--- config.mk ---
export PLATFORM = sky130hd
export DESIGN_NAME = signed_decimal_ascii_formatter
export DESIGN_NICKNAME = d
export VERILOG_FILES = /design/src/rtl/sdaf_pkg.sv /design/src/rtl/sdaf_dp.sv /design/src/rtl/sdaf_ctrl.sv /design/src/rtl/signed_decimal_ascii_formatter.sv
export SDC_FILE = /design/constraint.sdc
export NUM_CORES = 1
export LEC_CHECK = 0
export ABC_CLOCK_PERIOD_IN_PS = 21100
export BUFFER_PORTS_ARGS = -buffer_cell sky130_fd_sc_hd__buf_2
export CAP_MARGIN = 15
export CORE_ASPECT_RATIO = 1.75
export CORE_MARGIN = 2
export CORE_UTILIZATION = 38
export DETAILED_ROUTE_END_ITERATION = 8
export SYNTH_ARGS = -nofsm -noshare
export SYNTH_HDL_FRONTEND = slang
export SYNTH_SLANG_ARGS = --single-unit
export TNS_END_PERCENT = 50
--- constraint.sdc ---
create_clock -name clk_i -period 21.1 [get_ports clk_i]
set_input_delay 3.165 -clock clk_i [delete_from_list [all_inputs] [get_ports clk_i]]
set_output_delay 3.165 -clock clk_i [all_outputs]
set_load 0.005 [all_outputs]
--- src/rtl/sdaf_pkg.sv ---
`default_nettype none

package sdaf_pkg;

  // Longest decimal rendering of a 32-bit magnitude.
  localparam int unsigned MAX_DIGITS = 10;
  localparam int unsigned CNT_W      = 4;
  localparam int unsigned DIGIT_W    = 4;
  localparam int unsigned DATA_W     = 32;
  localparam int unsigned CHAR_W     = 8;

  // floor(x / 10) == (x * RECIP_TEN) >> RECIP_SHIFT for every 32-bit x.
  localparam logic [DATA_W-1:0] RECIP_TEN   = 32'hCCCC_CCCD;
  localparam int unsigned       RECIP_SHIFT = 35;
  localparam int unsigned       QUOT_W      = 2 * DATA_W - RECIP_SHIFT;

  localparam logic [CHAR_W-1:0] CH_ZERO  = 8'h30;
  localparam logic [CHAR_W-1:0] CH_MINUS = 8'h2D;
  localparam logic [CHAR_W-1:0] CH_CR    = 8'h0D;
  localparam logic [CHAR_W-1:0] CH_LF    = 8'h0A;

  typedef enum logic [1:0] {
    SEL_SIGN,
    SEL_DIGIT,
    SEL_CR,
    SEL_LF
  } char_sel_e;

  // Commands from the controller to the datapath.
  typedef struct packed {
    logic      load_in;
    logic      mul;
    logic      div;
    logic      emit;
    char_sel_e sel;
    logic      last;
  } cmd_t;

  // Status from the datapath to the controller.
  typedef struct packed {
    logic quot_zero;
    logic cnt_zero;
    logic cnt_one;
    logic negative;
    logic line_end;
    logic out_free;
  } sts_t;

endpackage

`default_nettype wire

--- src/rtl/sdaf_dp.sv ---
`default_nettype none

module sdaf_dp
  import sdaf_pkg::*;
(
  input  wire                     clk_i,
  input  wire                     rst_ni,
  input  wire logic signed [31:0] number_i,
  input  wire logic               add_line_end_i,
  input  wire cmd_t               cmd_i,
  output sts_t                    sts_o,
  output logic                    out_valid_o,
  input  wire logic               out_stall_i,
  output logic [CHAR_W-1:0]       character_o,
  output logic                    last_char_o
);

  logic [DATA_W-1:0]  quot_q, quot_d;
  logic [QUOT_W-1:0]  prod_q;
  logic [CNT_W-1:0]   cnt_q, cnt_d;
  logic               neg_q, line_end_q;
  logic [DIGIT_W-1:0] store_q [MAX_DIGITS];
  logic               out_valid_q, out_valid_d;
  logic [CHAR_W-1:0]  char_q, char_d;
  logic               last_q;

  logic [2*DATA_W-1:0] product;
  logic [DATA_W-1:0]   quot_next, times_ten, remainder, magnitude;
  logic [DIGIT_W-1:0]  rd_digit;
  logic [CNT_W-1:0]    rd_idx;

  assign magnitude = number_i[31] ? (DATA_W'(0) - DATA_W'(number_i)) : DATA_W'(number_i);

  // Reciprocal multiply, registered before the remainder is formed.
  assign product   = {{DATA_W{1'b0}}, quot_q} * {{DATA_W{1'b0}}, RECIP_TEN};
  assign quot_next = DATA_W'(prod_q);
  assign times_ten = (quot_next << 3) + (quot_next << 1);
  assign remainder = quot_q - times_ten;

  assign rd_idx   = cnt_q - CNT_W'(1);
  assign rd_digit = store_q[rd_idx];

  always_comb begin
    quot_d = quot_q;
    cnt_d  = cnt_q;
    if (cmd_i.load_in) begin
      quot_d = magnitude;
      cnt_d  = '0;
    end else if (cmd_i.div) begin
      quot_d = quot_next;
      cnt_d  = cnt_q + CNT_W'(1);
    end else if (cmd_i.emit && (cmd_i.sel == SEL_DIGIT)) begin
      cnt_d = rd_idx;
    end
  end

  always_comb begin
    unique case (cmd_i.sel)
      SEL_SIGN:  char_d = CH_MINUS;
      SEL_DIGIT: char_d = CH_ZERO + CHAR_W'(rd_digit);
      SEL_CR:    char_d = CH_CR;
      SEL_LF:    char_d = CH_LF;
      default:   char_d = CH_LF;
    endcase
  end

  always_comb begin
    if (cmd_i.emit) begin
      out_valid_d = 1'b1;
    end else if (out_stall_i) begin
      out_valid_d = out_valid_q;
    end else begin
      out_valid_d = 1'b0;
    end
  end

  always_ff @(posedge clk_i or negedge rst_ni) begin
    if (!rst_ni) begin
      quot_q      <= '0;
      cnt_q       <= '0;
      out_valid_q <= 1'b0;
    end else begin
      quot_q      <= quot_d;
      cnt_q       <= cnt_d;
      out_valid_q <= out_valid_d;
    end
  end

  always_ff @(posedge clk_i) begin
    if (cmd_i.load_in) begin
      neg_q      <= number_i[31];
      line_end_q <= add_line_end_i;
    end
    if (cmd_i.mul) begin
      prod_q <= product[2*DATA_W-1:RECIP_SHIFT];
    end
    if (cmd_i.div) begin
      store_q[cnt_q] <= remainder[DIGIT_W-1:0];
    end
    if (cmd_i.emit) begin
      char_q <= char_d;
      last_q <= cmd_i.last;
    end
  end

  always_comb begin
    sts_o.quot_zero = (quot_q == '0);
    sts_o.cnt_zero  = (cnt_q == '0);
    sts_o.cnt_one   = (cnt_q == CNT_W'(1));
    sts_o.negative  = neg_q;
    sts_o.line_end  = line_end_q;
    sts_o.out_free  = !out_valid_q || !out_stall_i;
  end

  assign out_valid_o = out_valid_q;
  assign character_o = char_q;
  assign last_char_o = last_q;

endmodule

`default_nettype wire

--- src/rtl/sdaf_ctrl.sv ---
`default_nettype none

module sdaf_ctrl
  import sdaf_pkg::*;
(
  input  wire        clk_i,
  input  wire        rst_ni,
  input  wire logic  in_valid_i,
  output logic       in_stall_o,
  input  wire sts_t  sts_i,
  output cmd_t       cmd_o
);

  localparam logic [2:0] ST_IDLE  = 3'd0;
  localparam logic [2:0] ST_MUL   = 3'd1;
  localparam logic [2:0] ST_DIV   = 3'd2;
  localparam logic [2:0] ST_SIGN  = 3'd3;
  localparam logic [2:0] ST_DIGIT = 3'd4;
  localparam logic [2:0] ST_CR    = 3'd5;
  localparam logic [2:0] ST_LF    = 3'd6;

  logic [2:0] state_q, state_d;
  logic [2:0] first_emit;

  // Where the output phase starts once all digits are stored.
  always_comb begin
    if (sts_i.negative) begin
      first_emit = ST_SIGN;
    end else if (!sts_i.cnt_zero) begin
      first_emit = ST_DIGIT;
    end else if (sts_i.line_end) begin
      first_emit = ST_CR;
    end else begin
      first_emit = ST_IDLE;
    end
  end

  always_comb begin
    state_d       = state_q;
    cmd_o         = '0;
    cmd_o.sel     = SEL_SIGN;
    in_stall_o    = 1'b1;
    unique case (state_q)
      ST_IDLE: begin
        in_stall_o = 1'b0;
        if (in_valid_i) begin
          cmd_o.load_in = 1'b1;
          state_d       = ST_MUL;
        end
      end
      ST_MUL: begin
        if (sts_i.quot_zero) begin
          state_d = first_emit;
        end else begin
          cmd_o.mul = 1'b1;
          state_d   = ST_DIV;
        end
      end
      ST_DIV: begin
        cmd_o.div = 1'b1;
        state_d   = ST_MUL;
      end
      ST_SIGN: begin
        cmd_o.sel  = SEL_SIGN;
        cmd_o.last = sts_i.cnt_zero && !sts_i.line_end;
        if (sts_i.out_free) begin
          cmd_o.emit = 1'b1;
          if (!sts_i.cnt_zero) begin
            state_d = ST_DIGIT;
          end else if (sts_i.line_end) begin
            state_d = ST_CR;
          end else begin
            state_d = ST_IDLE;
          end
        end
      end
      ST_DIGIT: begin
        cmd_o.sel  = SEL_DIGIT;
        cmd_o.last = sts_i.cnt_one && !sts_i.line_end;
        if (sts_i.out_free) begin
          cmd_o.emit = 1'b1;
          if (!sts_i.cnt_one) begin
            state_d = ST_DIGIT;
          end else if (sts_i.line_end) begin
            state_d = ST_CR;
          end else begin
            state_d = ST_IDLE;
          end
        end
      end
      ST_CR: begin
        cmd_o.sel = SEL_CR;
        if (sts_i.out_free) begin
          cmd_o.emit = 1'b1;
          state_d    = ST_LF;
        end
      end
      ST_LF: begin
        cmd_o.sel  = SEL_LF;
        cmd_o.last = 1'b1;
        if (sts_i.out_free) begin
          cmd_o.emit = 1'b1;
          state_d    = ST_IDLE;
        end
      end
      default: begin
        state_d = ST_IDLE;
      end
    endcase
  end

  always_ff @(posedge clk_i or negedge rst_ni) begin
    if (!rst_ni) begin
      state_q <= ST_IDLE;
    end else begin
      state_q <= state_d;
    end
  end

endmodule

`default_nettype wire

--- src/rtl/signed_decimal_ascii_formatter.sv ---
`default_nettype none

// Renders a signed 32-bit number as ASCII decimal text, one character per
// output transfer: a minus sign for negative values, then the digits most
// significant first with no leading zeros, then carriage return and line feed
// when add_line_end_i is set; last_char_o marks the final character of each
// run. A value of zero yields no digits, so zero without a line end yields no
// output at all. Digits are extracted least significant first by a reciprocal
// multiplier: each digit takes an ST_MUL step for the 32 by 32 multiply and an
// ST_DIV step for the remainder and store, and a final ST_MUL step sees the
// quotient reach zero. The next item is taken as soon as the final character
// has been loaded into the output register, so it is accepted while that
// character still waits for its transfer.

module signed_decimal_ascii_formatter
  import sdaf_pkg::*;
(
  input  wire                     clk_i,
  input  wire                     rst_ni,
  input  wire logic               in_valid_i,
  output logic                    in_stall_o,
  input  wire logic signed [31:0] number_i,
  input  wire logic               add_line_end_i,
  output logic                    out_valid_o,
  input  wire logic               out_stall_i,
  output logic [7:0]              character_o,
  output logic                    last_char_o
);

  cmd_t cmd;
  sts_t sts;

  // The controller sequences extraction and emission; of the datapath it sees only status.
  sdaf_ctrl u_ctrl (
    .clk_i      (clk_i),
    .rst_ni     (rst_ni),
    .in_valid_i (in_valid_i),
    .in_stall_o (in_stall_o),
    .sts_i      (sts),
    .cmd_o      (cmd)
  );

  // The datapath holds the quotient, digit store and the output register.
  sdaf_dp u_dp (
    .clk_i          (clk_i),
    .rst_ni         (rst_ni),
    .number_i       (number_i),
    .add_line_end_i (add_line_end_i),
    .cmd_i          (cmd),
    .sts_o          (sts),
    .out_valid_o    (out_valid_o),
    .out_stall_i    (out_stall_i),
    .character_o    (character_o),
    .last_char_o    (last_char_o)
  );

  // Whenever the block is ready for a new item, every stored digit has left.
  a_idle_no_digits : assert property (@(posedge clk_i) disable iff (!rst_ni)
    !in_stall_o |-> sts.cnt_zero)
    else $error("digits left over when a new item may enter");

  // An accepted item always keeps the block busy in the following cycle.
  a_busy_after_accept : assert property (@(posedge clk_i) disable iff (!rst_ni)
    (in_valid_i && !in_stall_o) |=> in_stall_o)
    else $error("block ready again straight after an accepted item");

  // A character is only loaded when the output register can take it.
  a_emit_into_free_slot : assert property (@(posedge clk_i) disable iff (!rst_ni)
    cmd.emit |-> sts.out_free)
    else $error("output register overwritten before its transfer");

  // Only the minus sign, a decimal digit, carriage return or line feed leave.
  a_char_set : assert property (@(posedge clk_i) disable iff (!rst_ni)
    out_valid_o |-> ((character_o >= CH_ZERO && character_o <= 8'h39) ||
                     character_o == CH_MINUS || character_o == CH_CR ||
                     character_o == CH_LF))
    else $error("unexpected character on the output");

endmodule

`default_nettype wire

After elaboration in Yosys (flattened, before gate mapping) --
Memories as Yosys holds them, arrays and structs flattened. Index checks and enable logic that the tools add are counted.
Cells by class: multiply operators 1, muxes and demuxes 31, eq/ne operators 16, add/subtract/negate cells 6, reductions and logical operators 14
Operator list (number):
- two-way mux 32 bit | 3
- multiplier 32 x 32 -> 64 bit (second input constant) | 1
- logical NOT 32 bit | 1
- case mux 8 bit (4 select lines) | 1
- subtractor 1 x 32 -> 32 bit (first input constant) | 1
- two-way mux 3 bit | 10
- case mux 3 bit (7 select lines) | 1
- two-way mux 4 bit | 3
- case mux 3 bit (4 select lines) | 1
- two-way mux 1 bit | 11
- != test 2 bit (second input constant) | 5
- == test 3 bit (second input constant) | 3
- adder 6 x 4 -> 7 bit (first input constant) | 1
- == test 3 x 2 -> 1 bit (second input constant) | 2
- AND reduction 5 bit | 1
- adder 4 x 1 -> 4 bit (second input constant) | 1
- adder 4 bit | 1
- == test 2 bit (second input constant) | 2
- == test 4 x 1 -> 1 bit (second input constant) | 1
- logical NOT 4 bit | 1
- subtractor 4 x 1 -> 4 bit (second input constant) | 1
- subtractor 4 bit | 1
- == test 3 x 1 -> 1 bit (second input constant) | 1
- logical AND 1 bit | 3
- 9 further kinds | 11
Storage, ports and cells: word-level logic and storage cells 78, bits in writable memories 40, register bits 80, memories kept 1
Memories:
- u_dp.store_q | depth 10, bits a word 4, read ports 1, clocked after memory_dff 0, wr ports 1, line sdaf_dp.sv:22 | logic [DIGIT_W-1:0] store_q [MAX_DIGITS];

Longest topological paths before layout --
depth after elaboration 9, mapped depth 27, depth with buffers taken out 25

By module --
Synthesis repeated with hierarchy kept, for this count alone.
Second synthesis, totals: cells, all modules 2210, area total of the unflattened synthesis 22814.4 µm²
Modules (own cells, without submodules):
- sdaf_dp | cells each 2161, times used 1, sequential area each 3268.1 µm², area each 22450.3 µm²
- sdaf_ctrl | cells each 49, times used 1, sequential area each 75.1 µm², area each 364.1 µm²

Worst setup path after synthesis --
OpenSTA, ideal clock, no wires.
path kind flip-flop to flip-flop, start point register u_dp.quot_q[18], end point register u_dp.prod_q[28], data pin, setup time 0.174 ns, data required time 20.926 ns, path buffers 0, stages on the path, launching flop included 26, arrival 6.649 ns, setup slack 14.276 ns, path through dfrtp_1 inv_1 ha_1 inv_1 fa_1 inv_1 fa_1 inv_1 fa_1 inv_1 fa_1 fa_1 fa_1 inv_1 fa_1 inv_1 ha_1 nand4_1 nor3_1 nand3_1 o221ai_1 o211ai_1 a211oi_1 o2111ai_1 and3_1 a311oi_1
Between the ends: word-level cells in the longest chain between the ends 1
Ends and longest elaborated chain:
- start, declared | line sdaf_dp.sv:18 | logic [DATA_W-1:0] quot_q, quot_d;
- start signal, assigned | line sdaf_dp.sv:83 | quot_q <= quot_d;
- multiplier 32 x 32 -> 64 bit | line sdaf_dp.sv:35 | assign product = {{DATA_W{1'b0}}, quot_q} * {{DATA_W{1'b0}}, RECIP_TEN};
- named net u_dp.product[63] | line sdaf_dp.sv:27 | logic [2*DATA_W-1:0] product;
- end signal, assigned | line sdaf_dp.sv:95 | prod_q <= product[2*DATA_W-1:RECIP_SHIFT];
- end, declared | line sdaf_dp.sv:19 | logic [QUOT_W-1:0] prod_q;
The timed path passes the listed nets, and every way through them passes these cells. A chain may end at the register's enable or synchronous reset.

Final worst setup path --
start point register u_dp.quot_q[2], end point register u_dp.prod_q[28], data pin
The elaborated chain is that of the path after synthesis.

==> flow_metrics.py <==
metrics = {
    "run_status": {
        "outcome": "complete, no violations",
    },
    "sta": {
        "setup_tns_ns": 0,
        "relSlewSlack": 0.229,
        "min_period_ns": 8.74,
        "worstMarginPinSlew_ns": 1.16,
        "fmax_mhz": 114,
        "drv_slew": 0,
        "rsz0062_at_grt": "no",
        "final-setup-viol-count": 0,
        "skew_ns": 0.00840,
        "hold_violations": 0,
        "period_share": 0.414,
    },
    "global_route": {
        "met2_usage": 0.477,
        "antenna_found_initial": 0,
        "grt_pass1_wl_um": 110000,
        "overflow": 0,
        "grt_usage": 0.248,
        "grt_max_degree": 59,
        "grt-busiest-layer": "met2",
        "grtUsageMet3": 0.0301,
        "grt_pass1_vias": 18000,
        "met1_usage": 0.214,
    },
    "setup_path": {
        "critPathMaxFanout": 8,
        "endpoint_kind": "register",
        "cp-start-kind": "register",
        "worstPathBufferInverterCount": 3,
        "slowest_stage": "a21oi_1",
        "path_delay_family": "adder cells",
        "max_stage_delay_ns": 0.70,
        "reg2reg_depth": 22,
        "critPathKind": "reg2reg",
        "arrival_ns": 9.00,
        "crit_chain": "inv_1 > ha_1 > xor2_1 > a21o_1 > fa_1 > fa_1 > fa_1 > fa_1 > fa_1 > inv_1 > fa_1 > inv_1 > ha_1 > nand4_1 > nor3_1 > a41oi_1 > a21oi_1 > o211ai_1 > a211oi_1 > o2111ai_1 > and3_1 > a311oi_1",
        "cp.depth": 22,
        "critPathRequiredTime_ns": 21.36,
        "critPathMostFrequentCell": "fa_1",
    },
    "routing": {
        "routed_wl_um": 72900,
        "vias_per_cell": 5.23,
        "vias": 15600,
        "avgRoutedWirePerCell_um": 24.4,
        "drt_iter0_markers": 834,
        "ant_nets": 0,
        "first_pass_iters": 5,
        "route.detailed.drc": 0,
    },
    "finish": {
        "layout_commonest_cell": "inv_1",
        "insertedDiodeCount": 0,
        "nets": 2995,
        "drive_gt1_frac": 0.0479,
        "mostFrequentLayoutCells": "585 x inv_1, 387 x fa_1, 373 x ha_1",
        "synthToLayoutAreaGrowth_pct": 7.84,
    },
    "die": {
        "die_x_um": 187,
        "fp-row-count": 117,
        "start_util": 0.385,
        "ios": 48,
        "die_y_um": 325,
        "dieArea_um2": 60900,
        "coreArea_um2": 58100,
    },
    "yosys": {
        "synth_cell_type_count": 63,
        "synthArstFlopShare": 0.339,
        "synth_edf_count": 78,
        "yosysTopAreaCell": "fa_1",
        "ys_seq_area_frac": 0.150,
        "yosysWarnings": 0,
        "synth_flop_cell": "edfxtp_1",
        "synth.area.top_cells": "fa_1 35%, ha_1 21%, edfxtp_1 10%",
        "synthCells": 2165,
        "ys_ff_latch": 118,
        "synth_top_area_share": 0.346,
        "syn_area_per_cell_um2": 10.3,
        "syn_area_um2": 22400,
    },
    "cts": {
        "cts.sink_count": 118,
        "numCtsBuffers": 17,
        "cts_resized": 0,
        "hold_buffers": 0,
        "clockRootBuffer": "clkbuf_16",
        "cts_tree": "built",
        "clk_pin_slew_ns": 0.06,
        "cts_buffer_depth": 2,
        "cts_max_level": 4,
        "clock_latency_ns": 0.44,
        "postCtsSetupRepairBufs": 0,
    },
    "job": {
        "maxCapViolCount": 0,
    },
    "min_path": {
        "min_path_type": "reg2reg",
        "min_path_cells": 2,
    },
    "place": {
        "detailedPlacementHpwl_um": 65100,
        "routabilityCongestion": 1.00,
        "port_buffers": 45,
    },
}
cells by family (layout without fill, tap and decap cells):
logic type	count (synthesis)	in the layout	synth area share
xor gates and xnor gates	111	111	0.0435
buffers and inverters	625	670	0.105
and+or+nand+nor	257	257	0.0562
adders and majority gates	760	760	0.555
muxes	17	17	0.0123
AOI/OAI and AO/OA	276	276	0.0779
other	1	2	0.000168
DFF	118	118	0.150
area by class of cell:
type	instances	area, um^2
Clock buffer	18	429
Inverter	586	2200
Timing Repair Buffer	52	278
Fill cell	5669	34000
Tap cell	773	967
Clock inverter	14	221
Multi-Input combinational cell	1423	16700
Sequential cell	118	3340
worst min-delay path, stage by stage (launching register included):
cell and delay [ns]:
edfxtp_1 0.32, a22oi_1 0.07, o21ai_0 0.07
path summary, 6_finish.rpt:
kind	from	endpoint	slack, ns
max in group asynchronous	rst_ni	u_dp.quot_q[22]$_DFFE_PN0P_	17.49
min reg2reg	u_dp.prod_q[6]$_DFFE_PP_	u_dp.quot_q[6]$_DFFE_PN0P_	0.49
min	u_dp.prod_q[6]$_DFFE_PP_	u_dp.quot_q[6]$_DFFE_PN0P_	0.49
min in group asynchronous	rst_ni	u_dp.out_valid_o$_DFFE_PN0P_	2.93
max	u_dp.quot_q[2]$_DFFE_PN0P_	u_dp.prod_q[28]$_DFFE_PP_	12.36
max reg2reg	u_dp.quot_q[2]$_DFFE_PN0P_	u_dp.prod_q[28]$_DFFE_PP_	12.36
stage by stage:
stage	instances	setup WS (ns)	area (um^2)	util	hold slack, ns
after CTS	2983	12.42	24100	0.415	0.495
after global routing	2984	12.03	24100	0.415	0.506
after global placement	2951	12.57	23500	0.404	0.476
final	2984	12.36	24100	0.415	0.488
after detailed placement	2951	12.44	23500	0.404	0.482
after floorplan	2166	14.28	22400	-	0.440
synthesized netlist by cell type, types with 4 or more instances:
library cell and count:
a211oi_1 24, a21o_1 35, a21oi_1 81, a22oi_1 9, a31oi_1 4, a41oi_1 5
and2_1 15, and3_1 7, buf_1 6, clkbuf_1 31, dfrtp_1 40, edfxtp_1 78
fa_1 387, ha_1 373, inv_1 585, mux2_2 4, mux2i_1 5, mux4_2 8
nand2_1 82, nand2b_1 5, nand3_1 14, nand4_1 14, nor2_1 65, nor2b_1 7
nor3_1 18, nor4_1 7, o211ai_1 7, o21a_1 8, o21ai_0 60, o21bai_1 4
o22ai_1 5, o31ai_1 13, or3_1 4, or4_1 4, xnor2_1 46, xor2_1 65
sequential cells by signal (all words and copies together) (netlist names):
| register | cells |
|---|---|
| u_dp.store_q | 40 |
| u_dp.quot_q | 32 |
| u_dp.prod_q | 29 |
| u_dp.character_o | 6 |
| u_dp.cnt_q | 4 |
| u_ctrl.state_q | 3 |
| u_dp.last_char_o | 1 |
| u_dp.line_end_q | 1 |
| u_dp.neg_q | 1 |
| u_dp.out_valid_o | 1 |
routing by layer:
metal / wire length (um) / vias up
li1: - / 6946
met4: 8940 / 0
met2: 40200 / 440
met5: 0 / -
met1: 21900 / 7935
met3: 1880 / 287
Power is not shown: default switching activity piles up to over one toggle a cycle in this logic, so the estimate is an artifact.
